### config.mk
export PLATFORM = sky130hd
export DESIGN_NAME = memory_map_decoder_with_mbc1_unit
export DESIGN_NICKNAME = d
export VERILOG_FILES = /design/src/mmdmbc1_pkg.sv /design/src/memory_map_decoder_with_mbc1_unit.sv
export SDC_FILE = /design/constraint.sdc
export NUM_CORES = 1
export LEC_CHECK = 0
export ABC_AREA = 0
export BUFFER_PORTS_ARGS = -buffer_cell sky130_fd_sc_hd__buf_2
export CORE_ASPECT_RATIO = 1.1
export CORE_MARGIN = 2
export CORE_UTILIZATION = 40
export CTS_CLUSTER_DIAMETER = 50
export DETAILED_ROUTE_END_ITERATION = 12
export PLACE_DENSITY = 0.68
export SETUP_SLACK_MARGIN = 0.4
export SYNTH_ARGS = -nofsm -noshare
export SYNTH_HDL_FRONTEND = slang
export SYNTH_SLANG_ARGS = --single-unit
### constraint.sdc
create_clock -name clk -period 2.6 [get_ports clk]
set_clock_uncertainty 0.2 [all_clocks]
set_input_delay 0.39 -clock clk [delete_from_list [all_inputs] [get_ports clk]]
set_output_delay 0.39 -clock clk [all_outputs]
set_load 0.03 [all_outputs]
### src/mmdmbc1_pkg.sv
// Shared constants for the memory map decoder with MBC1 banking.
// Holds region codes, configuration register indexes and address boundaries.
// No dependencies.
package mmdmbc1_pkg;

	// Bus access kinds carried by the op field.
	localparam logic OP_READ  = 1'b0;
	localparam logic OP_WRITE = 1'b1;

	// Region codes reported on the result channel.
	localparam logic [3:0] REGION_BOOT     = 4'd0;
	localparam logic [3:0] REGION_ROM      = 4'd1;
	localparam logic [3:0] REGION_VRAM     = 4'd2;
	localparam logic [3:0] REGION_EXTRAM   = 4'd3;
	localparam logic [3:0] REGION_WRAM     = 4'd4;
	localparam logic [3:0] REGION_OAM      = 4'd5;
	localparam logic [3:0] REGION_UNUSABLE = 4'd6;
	localparam logic [3:0] REGION_IO       = 4'd7;
	localparam logic [3:0] REGION_HRAM     = 4'd8;
	localparam logic [3:0] REGION_IE       = 4'd9;

	// Configuration register indexes.
	localparam logic [2:0] CFG_MBC1_ENABLE    = 3'd0;
	localparam logic [2:0] CFG_ROM_BANK_COUNT = 3'd1;
	localparam logic [2:0] CFG_VRAM_BANK      = 3'd2;
	localparam logic [2:0] CFG_WRAM_BANK      = 3'd3;
	localparam logic [2:0] CFG_BOOT_ROM_KIND  = 3'd4;

	// Boot ROM kinds.
	localparam logic [1:0] BOOT_NONE = 2'd0;
	localparam logic [1:0] BOOT_EXT  = 2'd2;

	// Address boundaries.
	localparam logic [15:0] ADDR_BOOT_END  = 16'h0100;
	localparam logic [15:0] ADDR_BOOT2_LO  = 16'h0200;
	localparam logic [15:0] ADDR_BOOT2_END = 16'h0900;
	localparam logic [15:0] ADDR_VRAM      = 16'h8000;
	localparam logic [15:0] ADDR_EXTRAM    = 16'hA000;
	localparam logic [15:0] ADDR_WRAM0     = 16'hC000;
	localparam logic [15:0] ADDR_WRAM1     = 16'hD000;
	localparam logic [15:0] ADDR_ECHO      = 16'hE000;
	localparam logic [15:0] ADDR_OAM       = 16'hFE00;
	localparam logic [15:0] ADDR_UNUSABLE  = 16'hFEA0;
	localparam logic [15:0] ADDR_IO        = 16'hFF00;
	localparam logic [15:0] ADDR_HRAM      = 16'hFF80;
	localparam logic [15:0] ADDR_IE        = 16'hFFFF;
	localparam logic [15:0] ADDR_BOOT_OFF  = 16'hFF50;
	localparam logic [15:0] ECHO_FOLD      = 16'hE000 - 16'hC000;

	// MBC1 register windows, selected by address bits 14:13 below 0x8000.
	localparam logic [1:0] MBC_WIN_LOW  = 2'b01;
	localparam logic [1:0] MBC_WIN_HIGH = 2'b10;
	localparam logic [1:0] MBC_WIN_MODE = 2'b11;

	localparam logic [4:0] BANK_LOW_MASK = 5'h1F;

	// The raw ROM bank number is bank_high (2 bits) over bank_low (5 bits).
	localparam int BANK_W = 7;

	localparam int MAX_ROM_BANKS_DEF = 128;

	localparam int OFFSET_W = 21;

endpackage

### src/memory_map_decoder_with_mbc1_unit.sv
// Top level of the memory map decoder with MBC1 cartridge banking.
// Depends on mmdmbc1_pkg for region codes, register indexes and address bounds.
//
// Channel   Direction  Handshake              Payload
// --------  ---------  ---------------------  -----------------------------
// input     in         in_valid / in_stall    op, address, write_data
// result    out        out_valid / out_stall  region, offset, store
// config    in         cfg_we (no handshake)  cfg_index, cfg_data
//
// A transaction that hits ROM (below 0x8000, boot overlay aside) passes through acceptance,
// the bit-serial remainder unit that reduces the bank number modulo the bank count, and
// the load of the result register before the next transaction can be accepted. Every
// other transaction skips the remainder unit and goes from acceptance to the result load.
// A single compare-and-subtract unit serves the remainder loop.
// Reset (arst_n low) clears the sequencer, the result valid flag, the MBC1 bank
// registers and the configuration registers to their documented values.
// in_stall is high while a transaction is being decoded; a stalled result waits in the
// output register while the next transaction can already be accepted.
module memory_map_decoder_with_mbc1_unit
	import mmdmbc1_pkg::*;
#(
	parameter int MAX_ROM_BANKS = MAX_ROM_BANKS_DEF
) (
	input  logic                clk,
	input  logic                arst_n,
	// Configuration write port.
	input  logic                cfg_we,
	input  logic [2:0]          cfg_index,
	input  logic [7:0]          cfg_data,
	// Input channel.
	input  logic                in_valid,
	output logic                in_stall,
	input  logic                op,
	input  logic [15:0]         address,
	input  logic [7:0]          write_data,
	// Result channel.
	output logic                out_valid,
	input  logic                out_stall,
	output logic [3:0]          region,
	output logic [OFFSET_W-1:0] offset,
	output logic                store
);

	// Width of the effective bank count (it can equal MAX_ROM_BANKS itself) and of a
	// reduced bank number (always below MAX_ROM_BANKS).
	localparam int NW = $clog2(MAX_ROM_BANKS + 1);
	localparam int BW = $clog2(MAX_ROM_BANKS);
	localparam logic [7:0] MAX_CNT = 8'(MAX_ROM_BANKS);
	localparam logic [2:0] DIV_LAST = 3'(BANK_W - 1);

	// Sequencer states.
	localparam logic [1:0] S_IDLE = 2'd0;
	localparam logic [1:0] S_DIV  = 2'd1;
	localparam logic [1:0] S_FIN  = 2'd2;

	logic [1:0] state_q;

	// Configuration registers.
	logic       mbc1_enable_q;
	logic [7:0] rom_bank_count_q;
	logic       vram_bank_q;
	logic [2:0] wram_bank_q;
	logic [1:0] boot_rom_kind_q;

	// MBC1 and boot overlay state.
	logic [4:0] bank_low_q;
	logic [1:0] bank_high_q;
	logic       bank_mode_q;
	logic       overlay_q;

	// Captured transaction.
	logic        op_q;
	logic [15:0] addr_q;

	// Remainder unit.
	logic [BANK_W-1:0] dvd_q;
	logic [NW-1:0]     rem_q;
	logic [2:0]        cnt_q;

	// Result register.
	logic                out_valid_q;
	logic [3:0]          region_q;
	logic [OFFSET_W-1:0] offset_q;
	logic                store_q;

	logic accept;
	logic mbc_write;
	logic [4:0] bank_low_d;
	logic [1:0] bank_high_d;
	logic       bank_mode_d;
	logic [BANK_W-1:0] bank_raw;
	logic rom_hit;
	logic boot_hit;
	logic [NW-1:0] n_eff;
	logic [NW:0]   trial;
	logic [NW:0]   trial_sub;
	logic [NW-1:0] rem_next;
	logic [15:0] fa;
	logic [3:0]          region_d;
	logic [OFFSET_W-1:0] offset_d;
	logic out_free;

	assign accept   = in_valid && !in_stall;
	assign in_stall = (state_q != S_IDLE);
	assign out_free = !out_valid_q || !out_stall;

	// A cartridge write updates the MBC1 registers at acceptance; the bank that the
	// remainder unit reduces is taken from the values in force after that update.
	assign mbc_write = (op == OP_WRITE) && (address < ADDR_VRAM) && mbc1_enable_q;

	always_comb begin
		bank_low_d  = bank_low_q;
		bank_high_d = bank_high_q;
		bank_mode_d = bank_mode_q;
		if (mbc_write) begin
			unique case (address[14:13])
				MBC_WIN_LOW: begin
					bank_low_d = ((write_data[4:0] & BANK_LOW_MASK) == 5'd0)
						? 5'd1 : (write_data[4:0] & BANK_LOW_MASK);
				end
				MBC_WIN_HIGH: bank_high_d = write_data[1:0];
				MBC_WIN_MODE: bank_mode_d = write_data[0];
				default: ;
			endcase
		end
	end

	// The lower ROM window sees bank 0, or bank_high << 5 in banking mode 1 with MBC1 enabled.
	// The upper window sees the full switchable bank.
	always_comb begin
		if (address[14]) begin
			bank_raw = {bank_high_d, bank_low_d};
		end else if (mbc1_enable_q && bank_mode_d) begin
			bank_raw = {bank_high_d, 5'd0};
		end else begin
			bank_raw = '0;
		end
	end

	// Boot overlay applies to reads while the overlay is up and a boot ROM exists.
	assign boot_hit = (op == OP_READ) && overlay_q && (boot_rom_kind_q != BOOT_NONE) &&
		((address < ADDR_BOOT_END) ||
		 ((boot_rom_kind_q >= BOOT_EXT) && (address >= ADDR_BOOT2_LO) &&
		  (address < ADDR_BOOT2_END)));
	assign rom_hit = (address < ADDR_VRAM) && !boot_hit;

	// A bank count of zero behaves as one, and counts above the maximum are clamped.
	always_comb begin
		if (rom_bank_count_q == 8'd0) begin
			n_eff = NW'(1);
		end else if (rom_bank_count_q > MAX_CNT) begin
			n_eff = NW'(MAX_ROM_BANKS);
		end else begin
			n_eff = rom_bank_count_q[NW-1:0];
		end
	end

	// One restoring step of the remainder: bring in the next dividend bit, and take
	// the count away once when the partial remainder reaches it.
	assign trial     = {rem_q, dvd_q[BANK_W-1]};
	assign trial_sub = trial - {1'b0, n_eff};
	assign rem_next  = (trial >= {1'b0, n_eff}) ? trial_sub[NW-1:0] : trial[NW-1:0];

	// The echo area folds onto work RAM before decoding.
	assign fa = ((addr_q >= ADDR_ECHO) && (addr_q < ADDR_OAM)) ? (addr_q - ECHO_FOLD) : addr_q;

	always_comb begin
		if (state_q == S_FIN && op_q == OP_READ && overlay_q &&
			boot_rom_kind_q != BOOT_NONE &&
			((addr_q < ADDR_BOOT_END) ||
			 ((boot_rom_kind_q >= BOOT_EXT) && (addr_q >= ADDR_BOOT2_LO) &&
			  (addr_q < ADDR_BOOT2_END)))) begin
			region_d = REGION_BOOT;
			offset_d = OFFSET_W'(addr_q);
		end else if (fa < ADDR_VRAM) begin
			// Both ROM windows place the reduced bank above a 16 KiB offset.
			region_d = REGION_ROM;
			offset_d = OFFSET_W'({rem_q[BW-1:0], fa[13:0]});
		end else if (fa < ADDR_EXTRAM) begin
			region_d = REGION_VRAM;
			offset_d = OFFSET_W'({vram_bank_q, fa[12:0]});
		end else if (fa < ADDR_WRAM0) begin
			region_d = REGION_EXTRAM;
			offset_d = OFFSET_W'(fa[12:0]);
		end else if (fa < ADDR_WRAM1) begin
			region_d = REGION_WRAM;
			offset_d = OFFSET_W'(fa[11:0]);
		end else if (fa < ADDR_ECHO) begin
			region_d = REGION_WRAM;
			offset_d = OFFSET_W'({wram_bank_q, fa[11:0]});
		end else if (fa < ADDR_UNUSABLE) begin
			region_d = REGION_OAM;
			offset_d = OFFSET_W'(fa[7:0]);
		end else if (fa < ADDR_IO) begin
			region_d = REGION_UNUSABLE;
			offset_d = '0;
		end else if (fa < ADDR_HRAM) begin
			region_d = REGION_IO;
			offset_d = OFFSET_W'(fa[6:0]);
		end else if (fa < ADDR_IE) begin
			region_d = REGION_HRAM;
			offset_d = OFFSET_W'(fa[6:0]);
		end else begin
			region_d = REGION_IE;
			offset_d = '0;
		end
	end

	// Configuration registers. Indexes beyond the list are ignored.
	always_ff @(posedge clk or negedge arst_n) begin
		if (!arst_n) begin
			mbc1_enable_q    <= 1'b0;
			rom_bank_count_q <= 8'd2;
			vram_bank_q      <= 1'b0;
			wram_bank_q      <= 3'd1;
			boot_rom_kind_q  <= BOOT_NONE;
		end else if (cfg_we) begin
			unique case (cfg_index)
				CFG_MBC1_ENABLE:    mbc1_enable_q    <= cfg_data[0];
				CFG_ROM_BANK_COUNT: rom_bank_count_q <= cfg_data;
				CFG_VRAM_BANK:      vram_bank_q      <= cfg_data[0];
				CFG_WRAM_BANK:      wram_bank_q      <= cfg_data[2:0];
				CFG_BOOT_ROM_KIND:  boot_rom_kind_q  <= cfg_data[1:0];
				default: ;
			endcase
		end
	end

	// MBC1 registers and the boot overlay flag change only when a transaction is taken.
	always_ff @(posedge clk or negedge arst_n) begin
		if (!arst_n) begin
			bank_low_q  <= 5'd1;
			bank_high_q <= 2'd0;
			bank_mode_q <= 1'b0;
			overlay_q   <= 1'b1;
		end else if (accept) begin
			bank_low_q  <= bank_low_d;
			bank_high_q <= bank_high_d;
			bank_mode_q <= bank_mode_d;
			if ((op == OP_WRITE) && (address == ADDR_BOOT_OFF) && (write_data != 8'd0)) begin
				overlay_q <= 1'b0;
			end
		end
	end

	// Sequencer and remainder unit.
	always_ff @(posedge clk or negedge arst_n) begin
		if (!arst_n) begin
			state_q <= S_IDLE;
			cnt_q   <= '0;
		end else begin
			unique case (state_q)
				S_IDLE: begin
					if (accept) begin
						state_q <= rom_hit ? S_DIV : S_FIN;
						cnt_q   <= '0;
					end
				end
				S_DIV: begin
					if (cnt_q == DIV_LAST) begin
						state_q <= S_FIN;
					end
					cnt_q <= cnt_q + 3'd1;
				end
				S_FIN: begin
					if (out_free) begin
						state_q <= S_IDLE;
					end
				end
				default: state_q <= S_IDLE;
			endcase
		end
	end

	always_ff @(posedge clk) begin
		if (accept) begin
			op_q   <= op;
			addr_q <= address;
			dvd_q  <= bank_raw;
			rem_q  <= '0;
		end else if (state_q == S_DIV) begin
			dvd_q <= {dvd_q[BANK_W-2:0], 1'b0};
			rem_q <= rem_next;
		end
	end

	// Result register: loaded when the decode finishes and the slot is free.
	always_ff @(posedge clk or negedge arst_n) begin
		if (!arst_n) begin
			out_valid_q <= 1'b0;
		end else if (state_q == S_FIN && out_free) begin
			out_valid_q <= 1'b1;
		end else if (out_valid_q && !out_stall) begin
			out_valid_q <= 1'b0;
		end
	end

	always_ff @(posedge clk) begin
		if (state_q == S_FIN && out_free) begin
			region_q <= region_d;
			offset_q <= offset_d;
			store_q  <= (op_q == OP_WRITE) && (addr_q >= ADDR_VRAM);
		end
	end

	assign out_valid = out_valid_q;
	assign region    = region_q;
	assign offset    = offset_q;
	assign store     = store_q;

endmodule
Word level (Yosys, flattened, before mapping)
Index checks and enable logic that the tools add are counted.

Register bits: 88. Input bits: 41. Output and inout bits: 28. Logic and storage cells: 157.

$add $sub $neg: 3. Magnitude comparators: 22. Equal/unequal tests: 14. Muxes and demuxes: 43. Bitwise logic cells: 2. Reductions and logical operators: 50.

Operators by type and width (count): 16-bit less-than comparator (second input constant) (11); 15-bit two-way mux (4); 7-bit two-way mux (7); 16-bit by 10-bit greater-or-equal comparator with 1-bit output (second input constant) (2); 16-bit greater-or-equal comparator (second input constant) (2); 16-bit by 12-bit less-than comparator with 1-bit output (second input constant) (2); 16-bit by 9-bit less-than comparator with 1-bit output (second input constant) (2); 16-bit two-way mux (2); 8-bit two-way mux (4); 1-bit logical AND (22); 21-bit two-way mux (1); 3-bit two-way mux (6); 16-bit equality test (second input constant) (1); 2-bit two-way mux (8); 16-bit by 14-bit subtractor with 16-bit output (second input constant) (1); 5-bit two-way mux (3); 2-bit AND reduction (7); 2-bit nonzero test (5); 9-bit by 8-bit greater-or-equal comparator with 1-bit output (1); 9-bit OR reduction (1); 8-bit greater-than comparator (second input constant) (1); 8-bit zero test (1); 8-bit nonzero test (1); 8-bit subtractor (1); other kinds (20) (38).

Logic depth before layout (Yosys ltp)
Word-level depth: 14. Depth in mapped cells: 11.

Least setup slack after synthesis
OpenSTA, ideal clock, no wires.

Path type: register -> register. From: register state_q[0]. To: register offset_q[0], in the netlist offset[0] (enable). Arrival time: 2.057 ns. Data required time: 1.982 ns. Path slack: -0.075 ns. Stages on the path, launching flop included: 3. Cells stage by stage: dfrtp_1 > or2b_2 > a21oi_1.

Cells in the longest elaborated chain, start to end: 2.

RTL lines: from (decl) (RTL line memory_map_decoder_with_mbc1_unit.sv:56) `logic [1:0] state_q;`; from (signal assigned) (RTL line memory_map_decoder_with_mbc1_unit.sv:255) `state_q <= rom_hit ? S_DIV : S_FIN;`; 2-bit equality test (RTL line memory_map_decoder_with_mbc1_unit.sv:299) `if (state_q == S_FIN && out_free) begin`; 1-bit logical AND (RTL line memory_map_decoder_with_mbc1_unit.sv:299); to (signal assigned) (RTL line memory_map_decoder_with_mbc1_unit.sv:301) `offset_q <= offset_d;`; to (decl) (RTL line memory_map_decoder_with_mbc1_unit.sv:83) `logic [OFFSET_W-1:0] offset_q;`.

Every way passes these cells. A chain may end at the register's enable or synchronous reset.

Worst setup path in the final report
From: register rom_bank_count_q[2]. To: register rem_q[6].

Cells in the longest elaborated chain, start to end: 5. Elaborated cells between the ends (all ways): 7.

RTL lines: from (decl) (RTL line memory_map_decoder_with_mbc1_unit.sv:60) `logic [7:0] rom_bank_count_q;`; from (signal assigned) (RTL line memory_map_decoder_with_mbc1_unit.sv:220) `CFG_ROM_BANK_COUNT: rom_bank_count_q <= cfg_data;`; 8-bit greater-than comparator (RTL line memory_map_decoder_with_mbc1_unit.sv:151) `end else if (rom_bank_count_q > MAX_CNT) begin`; 8-bit two-way mux (RTL line memory_map_decoder_with_mbc1_unit.sv:151); 8-bit two-way mux (*) (RTL line memory_map_decoder_with_mbc1_unit.sv:149) `if (rom_bank_count_q == 8'd0) begin`; 8-bit subtractor or 9-bit by 8-bit greater-or-equal comparator with 1-bit output (tied branches) (RTL line memory_map_decoder_with_mbc1_unit.sv:161, memory_map_decoder_with_mbc1_unit.sv:162); 8-bit two-way mux (*) (RTL line memory_map_decoder_with_mbc1_unit.sv:162) `assign rem_next = (trial >= {1'b0, n_eff}) ? trial_sub[NW-1:0] : trial[NW-1:0];`; to (signal assigned) (RTL line memory_map_decoder_with_mbc1_unit.sv:283) `rem_q <= rem_next;`; to (decl) (RTL line memory_map_decoder_with_mbc1_unit.sv:77) `logic [NW-1:0] rem_q;`.

Every way passes the cells marked *; elsewhere a longest branch is shown, timed or not.

==> results.py <==
metrics = {
    "run_status": {
        "status": "finished with violations",
        "violations": "negative setup slack",
    },
    "clock_tree": {
        "cts_made_buffers": 9,
        "clkSlewWorstSetupHoldPaths_ns": 0.07,
        "cts.root.buffer_cell": "clkbuf_16",
        "clock-sinks": 88,
        "clockBufferDepth": 2,
        "htreeDepth": 3,
        "insertion_delay_ns": 0.34,
        "tritoncts": "done",
    },
    "global_route": {
        "grt_pass1_vias": 2998,
        "grt_pass1_wl_mm": 14.5,
        "track_usage": 0.164,
        "grt_overflow_total": 0,
        "grt_max_degree": 31,
        "grt_antenna_before_repair": 0,
    },
    "yosys": {
        "async_reset_ff_frac": 0.341,
        "syn_avg_cell_area_um2": 11.6,
        "synth_top_cell_by_area": "edfxtp_1",
        "synthesis.area_um2": 4230,
        "ys_ff_latch": 88,
        "ys.warnings.count": 0,
        "synth_top_area_share": 0.355,
        "seq_area_frac_synth": 0.572,
        "ys_top_cells_by_area": "edfxtp_1 (36%), dfrtp_1 (15%), mux2_2 (5.3%)",
        "syn_inst": 364,
        "synth_edf_count": 50,
        "synth_flop_cell": "edfxtp_1",
        "ys_types": 69,
        "synth.net_count": 418,
    },
    "sta": {
        "setup_tns_ns": -0.00923,
        "hold_viol": 0,
        "max_slew_margin": 0.548,
        "setup_ws_ns": -0.00923,
        "rsz0062_at_grt": "yes",
        "fmax_mhz": 383,
        "min_period_ns": 2.61,
        "setup_viol": 1,
        "post-route-period-util": 1.00,
        "tightest_slew_ns": 0.678,
        "drv_slew": 0,
        "whs_ns": 0.0347,
    },
    "setup_path": {
        "cp-start-kind": "flop",
        "path_cells": "nor4_2 > a21oi_1 > nor2_1 > ha_2 > inv_2 > fa_2 > a211oi_4 > o21ai_1 > o41a_1 > a31o_2 > o21ai_1",
        "worstReg2RegEnd": "rem_q[6]$_SDFFE_PP0P_",
        "slowest_stage": "dfrtp_1",
        "cpPeakStageDelay_ns": 0.40,
        "worst_ep_required_time_ns": 2.67,
        "reg2reg_depth": 11,
        "cpMostUsedCell": "o21ai_1",
        "crit_arrival_ns": 2.68,
        "crit_type": "reg -> reg",
        "crit_fanout": 3,
        "endpoint_kind": "flop",
        "r2r-start": "rom_bank_count_q[2]$_DFFE_PN0P_",
        "regToRegSetupSlack_ns": -0.009,
    },
    "run": {
        "max_cap_viol_count": 0,
    },
    "min_path": {
        "min_path_cells": 1,
        "min-delay-start": "address[3]",
        "hp-class": "in -> reg",
        "min_to": "addr_q[3]$_DFFE_PP_",
    },
    "power_and_ir_drop": {
        "p_comb_frac": 0.327,
        "switching_share": 0.338,
        "switching_power_w": 0.00177,
        "clockPowerShare": 0.268,
        "ir_drop_mv": 0.378,
        "p_leak_nw": 2.14,
        "powerDensity_nw_per_um2": 1010,
        "seqPwrFrac": 0.405,
        "internal_power_w": 0.00347,
    },
    "die": {
        "die_area_um2": 11400,
        "rows": 39,
        "dieWidth_um": 102,
        "ios": 69,
        "start_util": 0.409,
        "core_um2": 10300,
        "die_h_um": 112,
    },
    "placement": {
        "hpwl_mm": 6.39,
        "dp_cells": 571,
        "portBuffers": 68,
        "pre_cts_slack_ns": -0.000601,
        "gp_congestion": 0.833,
    },
    "routing": {
        "wirelength_mm": 8.76,
        "vias": 3084,
        "ant_nets": 0,
        "first_pass_iters": 5,
        "drt-initial-drc-count": 186,
        "routedWlPerCell_um": 14.7,
        "vias_per_cell": 5.16,
        "drc": 0,
    },
    "final_layout": {
        "layout-drive-gt1-share": 0.319,
        "most-common-layout-cells": "buf_2 (68), edfxtp_1 (50), nand2_1 (42), dfrtp_1 (26)",
        "final_common_cell": "buf_2",
        "n_fill_cell": 939,
        "utilization": 0.503,
        "area.growth.synth_to_final_pct": 23.0,
        "final_nets": 504,
        "fin_cells": 598,
        "diodes": 0,
    },
}
## power by group through the flow
| stage | registers (W) | clock network (W) | logic [W] |
|---|---|---|---|
| finish | 0.00212 | 0.00140 | 0.00171 |
| global route | 0.00217 | 0.00148 | 0.00192 |
| floorplan | 0.00217 | 0 | 0.00113 |
| global placement | 0.00213 | 0 | 0.00152 |
| CTS | 0.00212 | 0.00143 | 0.00167 |
| detailed placement | 0.00215 | 0 | 0.00157 |
## final cells by class
cell class,count,area [um2],area share
Clock buffer,9,225,0.0433
Clock inverter,7,101,0.0195
Inverter,19,77.6,0.0149
Multi-Input combinational cell,250,1750,0.336
Sequential cell,88,2420,0.465
Tap cell,143,179,0.0344
Timing Repair Buffer,82,452,0.0869
## synth_stat cells (2+ instances only)
cell	number
o311ai_0	3
and3_1	4
inv_1	16
nand3_1	14
a21oi_1	15
inv_2	2
clkbuf_1	3
o22ai_1	2
a211oi_1	2
dfstp_2	4
nand4b_1	2
o21ai_0	22
nand4_1	6
and2_1	18
nor2_1	15
o21a_1	2
ha_1	12
nand2_1	42
xor2_1	2
nor4_1	5
or3_1	2
edfxtp_1	50
nand3b_1	2
nor3_1	7
nor3b_1	2
a32oi_1	2
o2111a_1	2
dfrtp_1	26
mux2i_1	5
dfxtp_1	8
xnor2_1	2
o41ai_1	2
a31oi_1	4
nor2b_1	4
buf_6	2
mux2_2	20
## logic make-up after synthesis
group / share of synthesized area
AO/OA/AOI/OAI: 0.113
XOR/XNOR: 0.00829
adder cells (fa/ha/maj): 0.0402
buffers and inverters: 0.0278
flip-flops: 0.572
multiplexers: 0.0651
AND/OR/NAND/NOR: 0.174
## flip-flops by register name (all words and copies together) (netlist names)
signal	count
offset	21
rem_q	8
wram_bank_q	3
rom_bank_count_q	8
addr_q	16
out_valid	1
overlay_q	1
store	1
vram_bank_q	1
bank_high_q	2
boot_rom_kind_q	2
op_q	1
mbc1_enable_q	1
bank_low_q	5
cnt_q	3
dvd_q	7
bank_mode_q	1
state_q	2
region	4
## layer usage
metal	part of all wire	global-route usage	vias to the layer above
li1	-	-	1525
met4	0.019	0.0747	0
met2	0.51	0.265	86
met3	0.048	0.0276	10
met5	0	0	-
met1	0.43	0.214	1463
## worst max path at each step
stage                                  to                       startpoint  depth (start not counted)  slack [ns]
floorplan           rem_q[6]$_SDFFE_PP0P_  rom_bank_count_q[2]$_DFFE_PN0P_                         11        0.23
global placement    rem_q[6]$_SDFFE_PP0P_  rom_bank_count_q[2]$_DFFE_PN0P_                         11        0.08
global route        rem_q[6]$_SDFFE_PP0P_  rom_bank_count_q[2]$_DFFE_PN0P_                         11       -0.11
detailed placement  rem_q[6]$_SDFFE_PP0P_  rom_bank_count_q[2]$_DFFE_PN0P_                         11     -0.0006
finish              rem_q[6]$_SDFFE_PP0P_  rom_bank_count_q[2]$_DFFE_PN0P_                         11      -0.009
CTS                 rem_q[6]$_SDFFE_PP0P_  rom_bank_count_q[2]$_DFFE_PN0P_                         11        0.05
## critical path: cells and delay by family, from the launching register on
kind / cells / cell delay, ns
AOI/OAI and AO/OA: 6 / 0.95
adders and majority gates: 2 / 0.58
buffers and inverters: 1 / 0.05
DFF: 1 / 0.40
and+or+nand+nor: 2 / 0.37
## what timing repair did
item / CTS / global route
setup endpoints to repair: 8 / 25
setup buffers: 5 / 5
resized for setup: 8 / 8
hold buffers: 1 / 0
endpoints found under the hold margin: 26 / 0
pin swaps: 8 / 5
## stage by stage
step	power, W	area (um2)
global route	0.00556	5200
CTS	0.00522	5140
finish	0.00524	5200
global placement	0.00366	4750
detailed placement	0.00372	4750
floorplan	0.00330	4250
No activity file was read; power rests on OpenSTA's default activity.
